===== config.mk =====
export PLATFORM = sky130hd
export DESIGN_NAME = printable_run_extractor_top
export DESIGN_NICKNAME = d
export VERILOG_FILES = /design/src/hw/rtl/prx_pkg.sv /design/src/hw/rtl/printable_run_extractor_top.sv /design/src/hw/rtl/prx_run_ram.sv /design/src/hw/rtl/prx_scan.sv
export SDC_FILE = /design/constraint.sdc
export NUM_CORES = 1
export LEC_CHECK = 0
export ABC_AREA = 1
export BUFFER_PORTS_ARGS = -buffer_cell sky130_fd_sc_hd__buf_2
export CAP_MARGIN = 10
export CORE_MARGIN = 2
export CORE_UTILIZATION = 44
export DETAILED_ROUTE_END_ITERATION = 6
export MAX_ROUTING_LAYER = met4
export PLACE_DENSITY = 0.69
export SYNTH_ARGS = -nofsm -noshare
export SYNTH_HDL_FRONTEND = slang
export SYNTH_SLANG_ARGS = --single-unit

===== constraint.sdc =====
create_clock -name i_clk -period 3.6 [get_ports i_clk]
set_clock_uncertainty 0.15 [all_clocks]
set_input_delay 0.18 -clock i_clk [delete_from_list [all_inputs] [get_ports i_clk]]
set_output_delay 0.18 -clock i_clk [all_outputs]
set_load 0.02 [all_outputs]

===== src/hw/rtl/prx_pkg.sv =====
// Shared types, constants and helpers for the printable run extractor.
`timescale 1ns / 1ps

package prx_pkg;

    // Widths and limits
    localparam int BYTE_W      = 8;
    localparam int MAX_RUN     = 63;
    localparam int CNT_W       = 6;
    localparam int OFFSET_BITS = 32;
    localparam int KIND_W      = 2;
    localparam int CFG_ADDR_W  = 1;
    localparam int CFG_DATA_W  = 6;

    localparam logic [CNT_W-1:0] MIN_LENGTH_RESET = CNT_W'(4);

    // Printable range and tab
    localparam logic [BYTE_W-1:0] PRINT_LO = 8'h20;
    localparam logic [BYTE_W-1:0] PRINT_HI = 8'h7E;
    localparam logic [BYTE_W-1:0] CHAR_TAB = 8'h09;

    // Configuration register indexes
    localparam logic [CFG_ADDR_W-1:0] CFG_MIN_LENGTH = 1'b0;
    localparam logic [CFG_ADDR_W-1:0] CFG_EMIT_START = 1'b1;

    // Result kinds
    typedef enum logic [KIND_W-1:0] {
        KIND_OFFSET = 2'd0,
        KIND_CHAR   = 2'd1,
        KIND_END    = 2'd2
    } t_kind;

    // Configuration handed from the register file to the scanner
    typedef struct packed {
        logic [CNT_W-1:0] min_length;
        logic             emit_start;
    } t_cfg;

    // Run buffer access from the scanner
    typedef struct packed {
        logic              we;
        logic [CNT_W-1:0]  waddr;
        logic [BYTE_W-1:0] wdata;
        logic              re;
        logic [CNT_W-1:0]  raddr;
    } t_ram_req;

    function automatic logic is_printable(input logic [BYTE_W-1:0] b);
        return ((b >= PRINT_LO) && (b <= PRINT_HI)) || (b == CHAR_TAB);
    endfunction

endpackage


===== src/hw/rtl/printable_run_extractor_top.sv =====
// Top level of the printable run extractor: configuration registers, scanner and run buffer.
`timescale 1ns / 1ps

// Scans a byte stream for runs of printable ASCII (0x20..0x7E and tab) of at
// least min_length bytes (1..63, zero acts as one). The first min_length bytes
// of a run sit in a 63-entry run buffer RAM; when the run qualifies the block
// sends an optional start-offset record (register 1, emit_start) and then the
// held bytes, after which further printable bytes pass straight through. A
// non-printable byte or an end-of-stream mark closes a reported run with an end
// record, and end-of-stream also clears the 32-bit byte offset. An ordinary
// byte is taken whenever the output register is free. A byte that completes a
// run holds off input while the first held byte is read and the held bytes
// are replayed one per transfer, paced by the single read port of the run
// buffer and by the output register. Results leave through a one-deep output
// register; input is held off while a result waits there and the output side
// is not ready. Configuration must only be written while the block is idle.
module printable_run_extractor_top (
    input  logic                               i_clk,
    input  logic                               i_rst_n,
    // configuration write port
    input  logic                               i_cfg_we,
    input  logic [prx_pkg::CFG_ADDR_W-1:0]     i_cfg_addr,
    input  logic [prx_pkg::CFG_DATA_W-1:0]     i_cfg_wdata,
    // byte stream in
    input  logic                               i_s_tvalid,
    output logic                               o_s_tready,
    input  logic [7:0]                         i_s_tdata,   // [7:0] data_byte
    input  logic                               i_s_tuser,   // [0] end_of_stream
    // results out
    output logic                               o_m_tvalid,
    input  logic                               i_m_tready,
    output logic [39:0]                        o_m_tdata,   // [7:0] char_byte, [39:8] start_offset
    output logic [1:0]                         o_m_tuser,   // [1:0] kind
    output logic                               o_m_tlast
);

    prx_pkg::t_cfg                    r_cfg;
    prx_pkg::t_ram_req                ram;
    logic [prx_pkg::BYTE_W-1:0]       ram_rdata;
    prx_pkg::t_kind                   kind;
    logic [prx_pkg::BYTE_W-1:0]       char_byte;
    logic [prx_pkg::OFFSET_BITS-1:0]  start_offset;

    // Configuration registers
    always_ff @(posedge i_clk) begin
        if (!i_rst_n) begin
            r_cfg.min_length <= prx_pkg::MIN_LENGTH_RESET;
            r_cfg.emit_start <= 1'b0;
        end else if (i_cfg_we) begin
            unique case (i_cfg_addr)
                prx_pkg::CFG_MIN_LENGTH: r_cfg.min_length <= i_cfg_wdata;
                prx_pkg::CFG_EMIT_START: r_cfg.emit_start <= i_cfg_wdata[0];
                default: ;
            endcase
        end
    end

    prx_scan u_scan (
        .i_clk          (i_clk),
        .i_rst_n        (i_rst_n),
        .i_cfg          (r_cfg),
        .i_s_tvalid     (i_s_tvalid),
        .o_s_tready     (o_s_tready),
        .i_data_byte    (i_s_tdata),
        .i_end_of_stream(i_s_tuser),
        .o_m_tvalid     (o_m_tvalid),
        .i_m_tready     (i_m_tready),
        .o_kind         (kind),
        .o_char_byte    (char_byte),
        .o_start_offset (start_offset),
        .o_last         (o_m_tlast),
        .o_ram          (ram),
        .i_ram_rdata    (ram_rdata)
    );

    prx_run_ram #(
        .WIDTH(prx_pkg::BYTE_W),
        .DEPTH(prx_pkg::MAX_RUN),
        .AW   (prx_pkg::CNT_W)
    ) u_run_ram (
        .i_clk  (i_clk),
        .i_we   (ram.we),
        .i_waddr(ram.waddr),
        .i_wdata(ram.wdata),
        .i_re   (ram.re),
        .i_raddr(ram.raddr),
        .o_rdata(ram_rdata)
    );

    // Pack result fields
    assign o_m_tdata = {start_offset, char_byte};
    assign o_m_tuser = kind;

    // Character field is zero on offset and end records
    a_char_zero: assert property (@(posedge i_clk) disable iff (!i_rst_n)
        (o_m_tvalid && (o_m_tuser != prx_pkg::KIND_CHAR)) |-> (o_m_tdata[7:0] == 8'h00))
        else $error("char_byte nonzero on a non-character result");

    // Offset field is zero except on offset records
    a_off_zero: assert property (@(posedge i_clk) disable iff (!i_rst_n)
        (o_m_tvalid && (o_m_tuser != prx_pkg::KIND_OFFSET)) |-> (o_m_tdata[39:8] == '0))
        else $error("start_offset nonzero on a non-offset result");

    // An end record is always the last result of its input
    a_end_last: assert property (@(posedge i_clk) disable iff (!i_rst_n)
        (o_m_tvalid && (o_m_tuser == prx_pkg::KIND_END)) |-> o_m_tlast)
        else $error("end record without tlast");

    // An offset record is always followed by held bytes
    a_off_not_last: assert property (@(posedge i_clk) disable iff (!i_rst_n)
        (o_m_tvalid && (o_m_tuser == prx_pkg::KIND_OFFSET)) |-> !o_m_tlast)
        else $error("offset record marked last");

endmodule


===== src/hw/rtl/prx_run_ram.sv =====
// Simple dual-port RAM with registered read, holds the head of the current run.
`timescale 1ns / 1ps

module prx_run_ram #(
    parameter int WIDTH = 8,
    parameter int DEPTH = 63,
    parameter int AW    = $clog2(DEPTH)
) (
    input  logic             i_clk,
    input  logic             i_we,
    input  logic [AW-1:0]    i_waddr,
    input  logic [WIDTH-1:0] i_wdata,
    input  logic             i_re,
    input  logic [AW-1:0]    i_raddr,
    output logic [WIDTH-1:0] o_rdata
);

    logic [WIDTH-1:0] r_mem [DEPTH];
    logic [WIDTH-1:0] r_rdata;

    // Write port
    always_ff @(posedge i_clk) begin
        if (i_we) begin
            r_mem[i_waddr] <= i_wdata;
        end
    end

    // Read port, data holds until the next read
    always_ff @(posedge i_clk) begin
        if (i_re) begin
            r_rdata <= r_mem[i_raddr];
        end
    end

    assign o_rdata = r_rdata;

endmodule


===== src/hw/rtl/prx_scan.sv =====
// Run scanner: classifies bytes, fills the run buffer, replays it and drives results.
`timescale 1ns / 1ps

module prx_scan (
    input  logic                                i_clk,
    input  logic                                i_rst_n,
    input  prx_pkg::t_cfg                       i_cfg,
    // byte stream in
    input  logic                                i_s_tvalid,
    output logic                                o_s_tready,
    input  logic [prx_pkg::BYTE_W-1:0]          i_data_byte,
    input  logic                                i_end_of_stream,
    // results out
    output logic                                o_m_tvalid,
    input  logic                                i_m_tready,
    output prx_pkg::t_kind                      o_kind,
    output logic [prx_pkg::BYTE_W-1:0]          o_char_byte,
    output logic [prx_pkg::OFFSET_BITS-1:0]     o_start_offset,
    output logic                                o_last,
    // run buffer
    output prx_pkg::t_ram_req                   o_ram,
    input  logic [prx_pkg::BYTE_W-1:0]          i_ram_rdata
);

    typedef enum logic [1:0] {
        S_IDLE,
        S_READ,
        S_EMIT
    } t_state;

    t_state                           r_state, n_state;
    logic [prx_pkg::CNT_W-1:0]        r_count, n_count;
    logic [prx_pkg::OFFSET_BITS-1:0]  r_offset, n_offset;
    logic [prx_pkg::CNT_W-1:0]        r_idx, n_idx;
    logic [prx_pkg::CNT_W-1:0]        r_m, n_m;

    logic                             r_out_valid, n_out_valid;
    prx_pkg::t_kind                   r_out_kind, n_out_kind;
    logic [prx_pkg::BYTE_W-1:0]       r_out_char, n_out_char;
    logic [prx_pkg::OFFSET_BITS-1:0]  r_out_off, n_out_off;
    logic                             r_out_last, n_out_last;

    logic [prx_pkg::CNT_W-1:0]        eff_m;
    logic                             out_free;
    logic                             s_ready;
    logic                             accept;
    logic                             printable;
    logic                             reached;
    logic [prx_pkg::CNT_W-1:0]        cnt_inc;
    logic [prx_pkg::CNT_W-1:0]        idx_inc;
    logic                             replay_done;
    logic [prx_pkg::OFFSET_BITS-1:0]  run_start;
    prx_pkg::t_ram_req                ram;

    // Effective minimum length: zero acts as one
    assign eff_m = (i_cfg.min_length == '0) ? prx_pkg::CNT_W'(1) : i_cfg.min_length;

    // Output register is free when empty or being drained this cycle
    assign out_free  = !r_out_valid || i_m_tready;
    assign s_ready   = (r_state == S_IDLE) && out_free;
    assign accept    = i_s_tvalid && s_ready;
    assign printable = prx_pkg::is_printable(i_data_byte);
    assign reached   = (r_count >= eff_m);
    assign cnt_inc   = r_count + prx_pkg::CNT_W'(1);
    assign idx_inc   = r_idx + prx_pkg::CNT_W'(1);
    assign replay_done = (idx_inc == r_m);
    assign run_start = r_offset
                     - {{(prx_pkg::OFFSET_BITS-prx_pkg::CNT_W){1'b0}}, eff_m}
                     + prx_pkg::OFFSET_BITS'(1);

    // Next-state logic
    always_comb begin
        n_state     = r_state;
        n_count     = r_count;
        n_offset    = r_offset;
        n_idx       = r_idx;
        n_m         = r_m;
        n_out_valid = r_out_valid;
        n_out_kind  = r_out_kind;
        n_out_char  = r_out_char;
        n_out_off   = r_out_off;
        n_out_last  = r_out_last;
        ram         = '0;

        if (i_m_tready) begin
            n_out_valid = 1'b0;
        end

        unique case (r_state)
            S_IDLE: begin
                if (accept) begin
                    if (i_end_of_stream) begin
                        if (reached) begin
                            n_out_valid = 1'b1;
                            n_out_kind  = prx_pkg::KIND_END;
                            n_out_char  = '0;
                            n_out_off   = '0;
                            n_out_last  = 1'b1;
                        end
                        n_count  = '0;
                        n_offset = '0;
                    end else begin
                        n_offset = r_offset + prx_pkg::OFFSET_BITS'(1);
                        if (printable) begin
                            if (!reached) begin
                                // Hold the byte; replay once the run qualifies
                                ram.we    = 1'b1;
                                ram.waddr = r_count;
                                ram.wdata = i_data_byte;
                                n_count   = cnt_inc;
                                if (cnt_inc == eff_m) begin
                                    n_m     = eff_m;
                                    n_idx   = '0;
                                    n_state = S_READ;
                                    if (i_cfg.emit_start) begin
                                        n_out_valid = 1'b1;
                                        n_out_kind  = prx_pkg::KIND_OFFSET;
                                        n_out_char  = '0;
                                        n_out_off   = run_start;
                                        n_out_last  = 1'b0;
                                    end
                                end
                            end else begin
                                // Run already reported: pass through
                                n_out_valid = 1'b1;
                                n_out_kind  = prx_pkg::KIND_CHAR;
                                n_out_char  = i_data_byte;
                                n_out_off   = '0;
                                n_out_last  = 1'b1;
                            end
                        end else begin
                            if (reached) begin
                                n_out_valid = 1'b1;
                                n_out_kind  = prx_pkg::KIND_END;
                                n_out_char  = '0;
                                n_out_off   = '0;
                                n_out_last  = 1'b1;
                            end
                            n_count = '0;
                        end
                    end
                end
            end
            S_READ: begin
                // Fetch the first held byte
                ram.re    = 1'b1;
                ram.raddr = r_idx;
                n_state   = S_EMIT;
            end
            S_EMIT: begin
                // One held byte per transfer, prefetching the next one
                if (out_free) begin
                    n_out_valid = 1'b1;
                    n_out_kind  = prx_pkg::KIND_CHAR;
                    n_out_char  = i_ram_rdata;
                    n_out_off   = '0;
                    n_out_last  = replay_done;
                    if (replay_done) begin
                        n_state = S_IDLE;
                    end else begin
                        n_idx     = idx_inc;
                        ram.re    = 1'b1;
                        ram.raddr = idx_inc;
                    end
                end
            end
            default: begin
                n_state = S_IDLE;
            end
        endcase
    end

    // State and registered outputs
    always_ff @(posedge i_clk) begin
        if (!i_rst_n) begin
            r_state     <= S_IDLE;
            r_count     <= '0;
            r_offset    <= '0;
            r_idx       <= '0;
            r_m         <= prx_pkg::MIN_LENGTH_RESET;
            r_out_valid <= 1'b0;
        end else begin
            r_state     <= n_state;
            r_count     <= n_count;
            r_offset    <= n_offset;
            r_idx       <= n_idx;
            r_m         <= n_m;
            r_out_valid <= n_out_valid;
        end
        r_out_kind <= n_out_kind;
        r_out_char <= n_out_char;
        r_out_off  <= n_out_off;
        r_out_last <= n_out_last;
    end

    assign o_s_tready     = s_ready;
    assign o_m_tvalid     = r_out_valid;
    assign o_kind         = r_out_kind;
    assign o_char_byte    = r_out_char;
    assign o_start_offset = r_out_off;
    assign o_last         = r_out_last;
    assign o_ram          = ram;

endmodule


==> flow_summary.yaml, run 1 <==
worst_hold_path:
  min_from: "i_cfg_we"
  whs_path_depth: 5
  hold_end: "r_cfg[0]"
  hold_class: "in2reg"
synthesis:
  synth_fa_ha_area_frac: 0.0316
  async_flop_share: 0
  synth_area_leaders: "edfxtp_1 57%, nand3_1 9.5%, nand2_1 8.1%, dfxtp_1 4.1%, inv_1 4.0%"
  muxShareOfSynthArea: 0
  yosysWarnings: 0
  yosys.area_share.simple: 0.239
  syn-cell-area_um2: 29500
  synth_top_family_by_area: "simple AND/OR/NAND/NOR gates"
  ys_seq_elements: 615
  netlist_instances: 2980
  synth-compound-area-share: 0.0507
  synth_top_area_cell: "edfxtp_1"
  synth_edf_count: 555
  synth_xor_area_frac: 0.00713
  postSynthAreaPerCell_um2: 9.90
  ys_seq_area_frac: 0.606
  synthDistinctLibCells: 51
  synth.top_cell.area_share: 0.565
  synth_flop_cell: "edfxtp_1"
setup_path:
  cp_slowest_cell: "nand4_1"
  cp.required_ns: 3.78
  slowest_delay_ns: 0.49
  critical_path_buf_inv_count: 5
  worstRegToRegCells: 13
  crit_arrival_ns: 3.56
  rr_startpoint: "r_cfg[2]"
  regToRegSetupSlack_ns: 0.22
  cp-end-kind: "flop"
  critPathKind: "reg2reg"
  crit_fanout: 8
  cp_cell_sequence: "inv_1, buf_4, ha_1, inv_1, nor2_1, o211ai_1, nand3_1, nor2_1, nand2_1, inv_1, nand4_1, nor2_1, buf_4"
  cp_top_family: "simple AND/OR/NAND/NOR gates"
  startpoint_type: "flop"
  r2r-end: "u_run_ram.r_mem[8][3]"
finish:
  fillers: 5777
  drive_above_1_share: 0.109
  layout_commonest_cell: "nand2_1"
  final_core_util: 0.522
  diodes: 0
  layout_common_cells: "636 x nand2_1, 558 x nand3_1, 555 x edfxtp_1"
  area_growth_syn_to_layout_pct: 16.9
  multi_input_area_um2: 10000
  layout.nets: 3302
  fin_area_um2: 34500
  seq_area_um2: 17900
placed_design:
  dpl.hpwl_um: 49900
  place_congestion: 0.941
  place_area_um2: 31900
  port_buffers: 65
run_status:
  status: "complete, no violations"
grt:
  grt_usage: 0.232
  grt-ovfl-total: 0
  grt_max_degree: 91
  grt_pass1_vias: 21290
  grt_pass1_wl_um: 122000
  antenna_found_initial: 0
clock_tree:
  cts.sinks: 615
  htree_levels: 3
  clockBufferDepth: 3
  clk_latency_ns: 0.62
  cts_buffers: 69
  cts_tree: "done"
  root_buffer: "clkbuf_16"
  path_clk_slew_ns: 0.06
floorplanning:
  io-pin-count: 66
  dieHeight_um: 263
  rows: 94
  die_area_um2: 69100
  die_x_um: 263
  start_util: 0.446
  coreArea_um2: 66100
timing:
  final-hold-violation-count: 0
  worst_slew_pin_slew_ns: 0.946
  post-route-period-util: 0.938
  final_max_slew_viol_count: 0
  period_minus_slack_ns: 3.38
  fmaxAchievable_mhz: 296
  setup_violations: 0
  slew_headroom: 0.367
  rsz0062_at_grt: "true"
detailed_routing:
  firstDrtPassIters: 6
  vias: 22375
  drc: 0
  ant_nets: 0
  wirelength_um: 78700
  vias_per_cell: 5.42
  drtIter0Drc: 2601
  wl_per_cell_um: 19.1
power_and_ir_drop:
  power_leakage_nw: 14.0
  power_density_nw_per_um2: 646
  ir_drop_mv: 0.597
  power_mw: 22.3
flow_run:
  maxCapViolations: 0
[synth_stat cells (3+ instances only)]
cell type / instances
buf_1: 12
nor2_1: 152
o21a_1: 8
nand2_1: 636
nand2_2: 3
xor2_1: 15
o211ai_1: 10
clkbuf_1: 47
nand3_1: 558
edfxtp_1: 555
inv_1: 311
o21ai_1: 3
inv_2: 4
a21o_1: 4
buf_4: 22
o21ai_0: 86
nand4_1: 19
a21oi_1: 121
xnor2_1: 9
buf_2: 70
nor2_2: 4
o21bai_1: 9
nor4_1: 7
or2_2: 5
a31oi_1: 14
dfxtp_1: 60
nor3_1: 19
nand3b_1: 118
ha_1: 73
[what timing repair did]
action                                 in CTS  in global routing
hold buffers                               30                  0
endpoints found under the hold margin      43                  0
resized for setup                           0                 11
setup endpoints to repair                   0                 40
setup buffers                               0                  2
[kinds of logic (layout without fill, tap and decap cells)]
family	Yosys count	after routing
adder cells (fa/ha/maj)	74	74
AO/OA/AOI/OAI	269	269
flip-flops	615	615
other	1	63
AND/OR/NAND/NOR	1528	1528
buffers and inverters	469	688
XOR/XNOR	24	24
[registers in the layout (all words and copies together) (netlist names)]
| signal | count |
|---|---|
| u_scan.r_offset | 32 |
| u_run_ram.o_rdata | 8 |
| u_scan.o_kind | 2 |
| u_scan.r_m | 6 |
| u_scan.r_state | 2 |
| u_scan.o_start_offset | 32 |
| u_scan.r_count | 6 |
| u_scan.r_idx | 6 |
| u_scan.o_m_tvalid | 1 |
| u_scan.o_last | 1 |
| u_scan.o_char_byte | 8 |
| r_cfg | 7 |
| u_run_ram.r_mem | 504 |
[per-stage QoR]
stage,cells,setup WS (ns),TNS (ns),hold WS (ns)
3_3_place_gp,3968,0.222,0,0.298
2_1_floorplan,3042,-0.297,-130.79,0.160
5_1_grt,4125,-0.0408,-0.0408,0.291
3_5_place_dp,3968,0.182,0,0.299
4_1_cts,4123,0.168,0,0.227
6_report,4125,0.223,0,0.274
[cell type report]
type | instances | area share
inverters | 317 | 0.0346
well taps | 864 | 0.0313
flip-flops and latches | 615 | 0.518
clock buffers | 87 | 0.0523
multi-input cells | 1958 | 0.291
clock inverters | 38 | 0.0111
repair buffers | 246 | 0.0612
[worst max path at each step]
stage / startpoint / endpoint / slack [ns] / cells after the start
2_1_floorplan: u_scan.r_state[0] / u_run_ram.r_mem[0][0] / -0.30 / 10
3_3_place_gp: r_cfg[4] / u_scan.o_start_offset[30] / 0.22 / 18
3_5_place_dp: r_cfg[4] / u_scan.o_start_offset[30] / 0.18 / 18
4_1_cts: r_cfg[4] / u_scan.o_start_offset[18] / 0.17 / 18
5_1_grt: r_cfg[4] / u_scan.o_start_offset[18] / -0.04 / 19
6_report: r_cfg[2] / u_run_ram.r_mem[8][3] / 0.22 / 13
[per-layer routing]
layer / up-vias / part of all wire / routed length (um) / global-route usage
met5: - / 0 / 0 / -
met4: 0 / 0.031 / 2440 / 0.0726
met2: 980 / 0.45 / 35800 / 0.357
met1: 10557 / 0.43 / 33400 / 0.314
met3: 176 / 0.089 / 7000 / 0.0418
li1: 10662 / - / - / -
[report_power, final]
group | internal [mW] | leakage [nW] | switching (mW)
sequential | 8.35 | 5.66 | 0.230
clock | 3.94 | 1.05 | 2.89
combinational | 2.02 | 7.33 | 4.85
[worst min-delay path: cells and delay by family]
| kind | cells | cell delay (ns) |
|---|---|---|
| buffers and inverters | 2 | 0.66 |
| AND/OR/NAND/NOR | 2 | 0.10 |
| AO/OA/AOI/OAI | 1 | 0.05 |
(Power assumes the default switching activity.)
==> inputs of run 2 (changes only) <==
- ABC_AREA: 1 -> default
==> run 2 against run 1 <==
Compared with the run above:
- highest routed layer unchanged
- routed wire length down 0.27%
- largest cell class unchanged
- cell area up 1.8%
- count of clock-buffer cells in the layout down 1
- the flow now finishes with violations (setup timing)
- global-route usage up 1.5 points
- setup slack worse by 0.25 ns
- register-to-register slack worse by 0.25 ns
- clock power down 1%
- fmax down 6.8%
- combinational power down 89%
- die area down 5.9%
- worst hold slack worse by 0.25 ns
- flip-flop and latch count unchanged
==> flow_summary.yaml, run 2 <==
setup_path:
  crit_fanout: 19
  cp.required_ns: 3.93
  crit_arrival_ns: 3.95
  cp-end-kind: "flop"
  critPathKind: "reg2reg"
  startpoint_type: "flop"
timing:
  final-hold-violation-count: 0
  final_max_slew_viol_count: 0
  worst_slew_pin_slew_ns: 0.837
  slew_headroom: 0.441
  fmaxAchievable_mhz: 276
  period_minus_slack_ns: 3.62
  fin_ws_ns: -0.0231
  post-route-period-util: 1.01
  setup_violations: 1
  rsz0062_at_grt: "true"
placed_design:
  port_buffers: 65
  place_area_um2: 31600
  place_congestion: 0.957
  dpl.hpwl_um: 53300
detailed_routing:
  ant_nets: 0
  wl_per_cell_um: 21.3
  wirelength_um: 78400
  firstDrtPassIters: 7
  drc: 0
  vias_per_cell: 5.59
  drtIter0Drc: 2310
  vias: 20579
power_and_ir_drop:
  p_comb_frac: 0.049
  p_int_mw: 12.1
  p_seq_frac: 0.513
  sw_frac_of_total: 0.214
  power_mw: 15.4
  power_leakage_nw: 13.1
  ir_drop_mv: 0.354
  power_density_nw_per_um2: 438
  power_switching_mw: 3.29
  clkPwrFrac: 0.438
synthesis:
  postSynthAreaPerCell_um2: 11.9
  synthDistinctLibCells: 74
  synth_top_area_cell: "edfxtp_1"
  yosysWarnings: 0
  synth_flop_cell: "edfxtp_1"
  ys_seq_area_frac: 0.644
  synth_area_leaders: "edfxtp_1 60%, nand2_1 6.5%, dfxtp_1 4.3%, ha_1 3.3%, nand3_1 3.1%"
  synth_edf_count: 555
  async_flop_share: 0
  ys_seq_elements: 615
  synth.top_cell.area_share: 0.601
  ys_top_cells_by_count: "555 x edfxtp_1, 480 x nand2_1, 172 x nand3_1"
  syn-cell-area_um2: 27700
  yosysMostFrequentCell: "edfxtp_1"
  netlist_instances: 2336
worst_hold_path:
  hold_class: "in2reg"
finish:
  area_growth_syn_to_layout_pct: 26.6
  multi_input_area_um2: 9920
  layout.nets: 2880
  seq_area_um2: 17900
  regMostFlops: "u_run_ram.r_mem"
  final_core_util: 0.560
  fillers: 5003
  drive_above_1_share: 0.238
  layout_commonest_cell: "edfxtp_1"
  largest_reg_flops: 504
  fin_area_um2: 35100
  layout_common_cells: "555 x edfxtp_1, 473 x nand2_1, 257 x buf_4"
clock_tree:
  clockBufferDepth: 3
  cts_tree: "done"
  root_buffer: "clkbuf_16"
  clk_latency_ns: 0.61
  cts_buffers: 67
  htree_levels: 3
  path_clk_slew_ns: 0.06
  cts.sinks: 615
grt:
  grt_pass1_vias: 20182
  antenna_found_initial: 1
  grt_usage: 0.247
  grt_max_degree: 54
  grt-ovfl-total: 0
  grt_pass1_wl_um: 118000
run_status:
  status: "complete, but fails checks"
  violations: "setup timing"
floorplanning:
  die_area_um2: 65100
  die_x_um: 255
  dieHeight_um: 255
  io-pin-count: 66
  rows: 92
  start_util: 0.442
  coreArea_um2: 62700
flow_run:
  maxCapViolations: 0
## run 2: cell count changes in the layout (fill, tap and decap cells not counted), sizes merged, moves of 26 or more
cell    delta
nand3    -388
a31oi     +26
inv      -258
nand3b   -116
a21oi     -31
buf      +191
and2      +29
and3      +46
mux2i     +77
xnor2     +36
nand2    -160
## run 2: worst paths after layout
kind	start	endpoint	slack, ns	cells past startpoint
max	u_scan.r_idx[1]	u_run_ram.o_rdata[1]	-0.02	15
min	i_m_tready	u_scan.o_m_tvalid	0.02	4
max reg2reg	u_scan.r_idx[1]	u_run_ram.o_rdata[1]	-0.02	15
min reg2reg	u_scan.r_m[5]	u_scan.r_m[5]	0.36	2
## run 2: critical path: stages (launching register included)
cell	delay, ns
dfxtp_2	0.33
ha_4	0.18
nor3b_1	0.13
o21a_1	0.21
or4_4	0.52
and3_1	0.23
buf_4	0.16
o21ai_4	0.20
buf_12	0.20
buf_4	0.16
nand2_1	0.07
a31oi_1	0.28
o22ai_2	0.14
o21ai_0	0.23
buf_4	0.15
o211a_1	0.13
## run 2: per-layer routing
| layer | wire length [um] | up-vias | track usage |
|---|---|---|---|
| li1 | - | 9368 | - |
| met1 | 31700 | 9975 | 0.317 |
| met2 | 36600 | 1030 | 0.391 |
| met3 | 7000 | 206 | 0.0486 |
| met4 | 3140 | 0 | 0.0902 |
| met5 | 0 | - | - |
## run 2: through the flow
step | hold WS [ns] | cells | setup TNS (ns) | setup WS [ns]
final | 0.0218 | 3682 | -0.0231 | -0.0231
after global routing | 0.0526 | 3682 | -4.36 | -0.144
after CTS | 0.0113 | 3667 | 0 | 0.00425
after detailed placement | 0.320 | 3500 | -41.45 | -0.302
after global placement | 0.321 | 3500 | -58.35 | -0.313
after floorplan | 0.168 | 2398 | -48.63 | -0.172
## run 2: kinds of logic after synthesis
family                     Yosys count  synth area share
other                                1          0.000135
adders and majority gates           74            0.0337
and+or+nand+nor                    971             0.154
buffers and inverters              172            0.0299
AOI/OAI and AO/OA                  357            0.0869
muxes                               82            0.0306
xor gates and xnor gates            64            0.0202
DFF                                615             0.644
## run 2: what timing repair did
| action | 4_1_cts | 5_1_grt |
|---|---|---|
| pin swaps | 14 | 31 |
| hold buffers | 28 | 0 |
| gates resized for setup | 59 | 151 |
| gates cloned | 2 | 1 |
| setup buffers | 18 | 13 |
| endpoints found under the setup margin | 499 | 510 |
| endpoints found under the hold margin | 36 | 0 |
## run 2: cell type report
cell class / count / area share
flip-flops and latches: 615 / 0.509
multi-input cells: 1611 / 0.283
repair buffers: 437 / 0.111
clock buffers: 86 / 0.0527
well taps: 846 / 0.0301
clock inverters: 33 / 0.00887
inverters: 53 / 0.00567
diodes: 1 / 0.0000713
## run 2: power groups by stage
stage	registers [mW]	logic, mW	clock network [mW]
floorplan	8.12	0.317	0
detailed placement	8.04	0.671	0
CTS	7.89	0.714	6.83
finish	7.89	0.751	6.73
global route	7.90	0.819	7.10
global placement	8.04	0.659	0
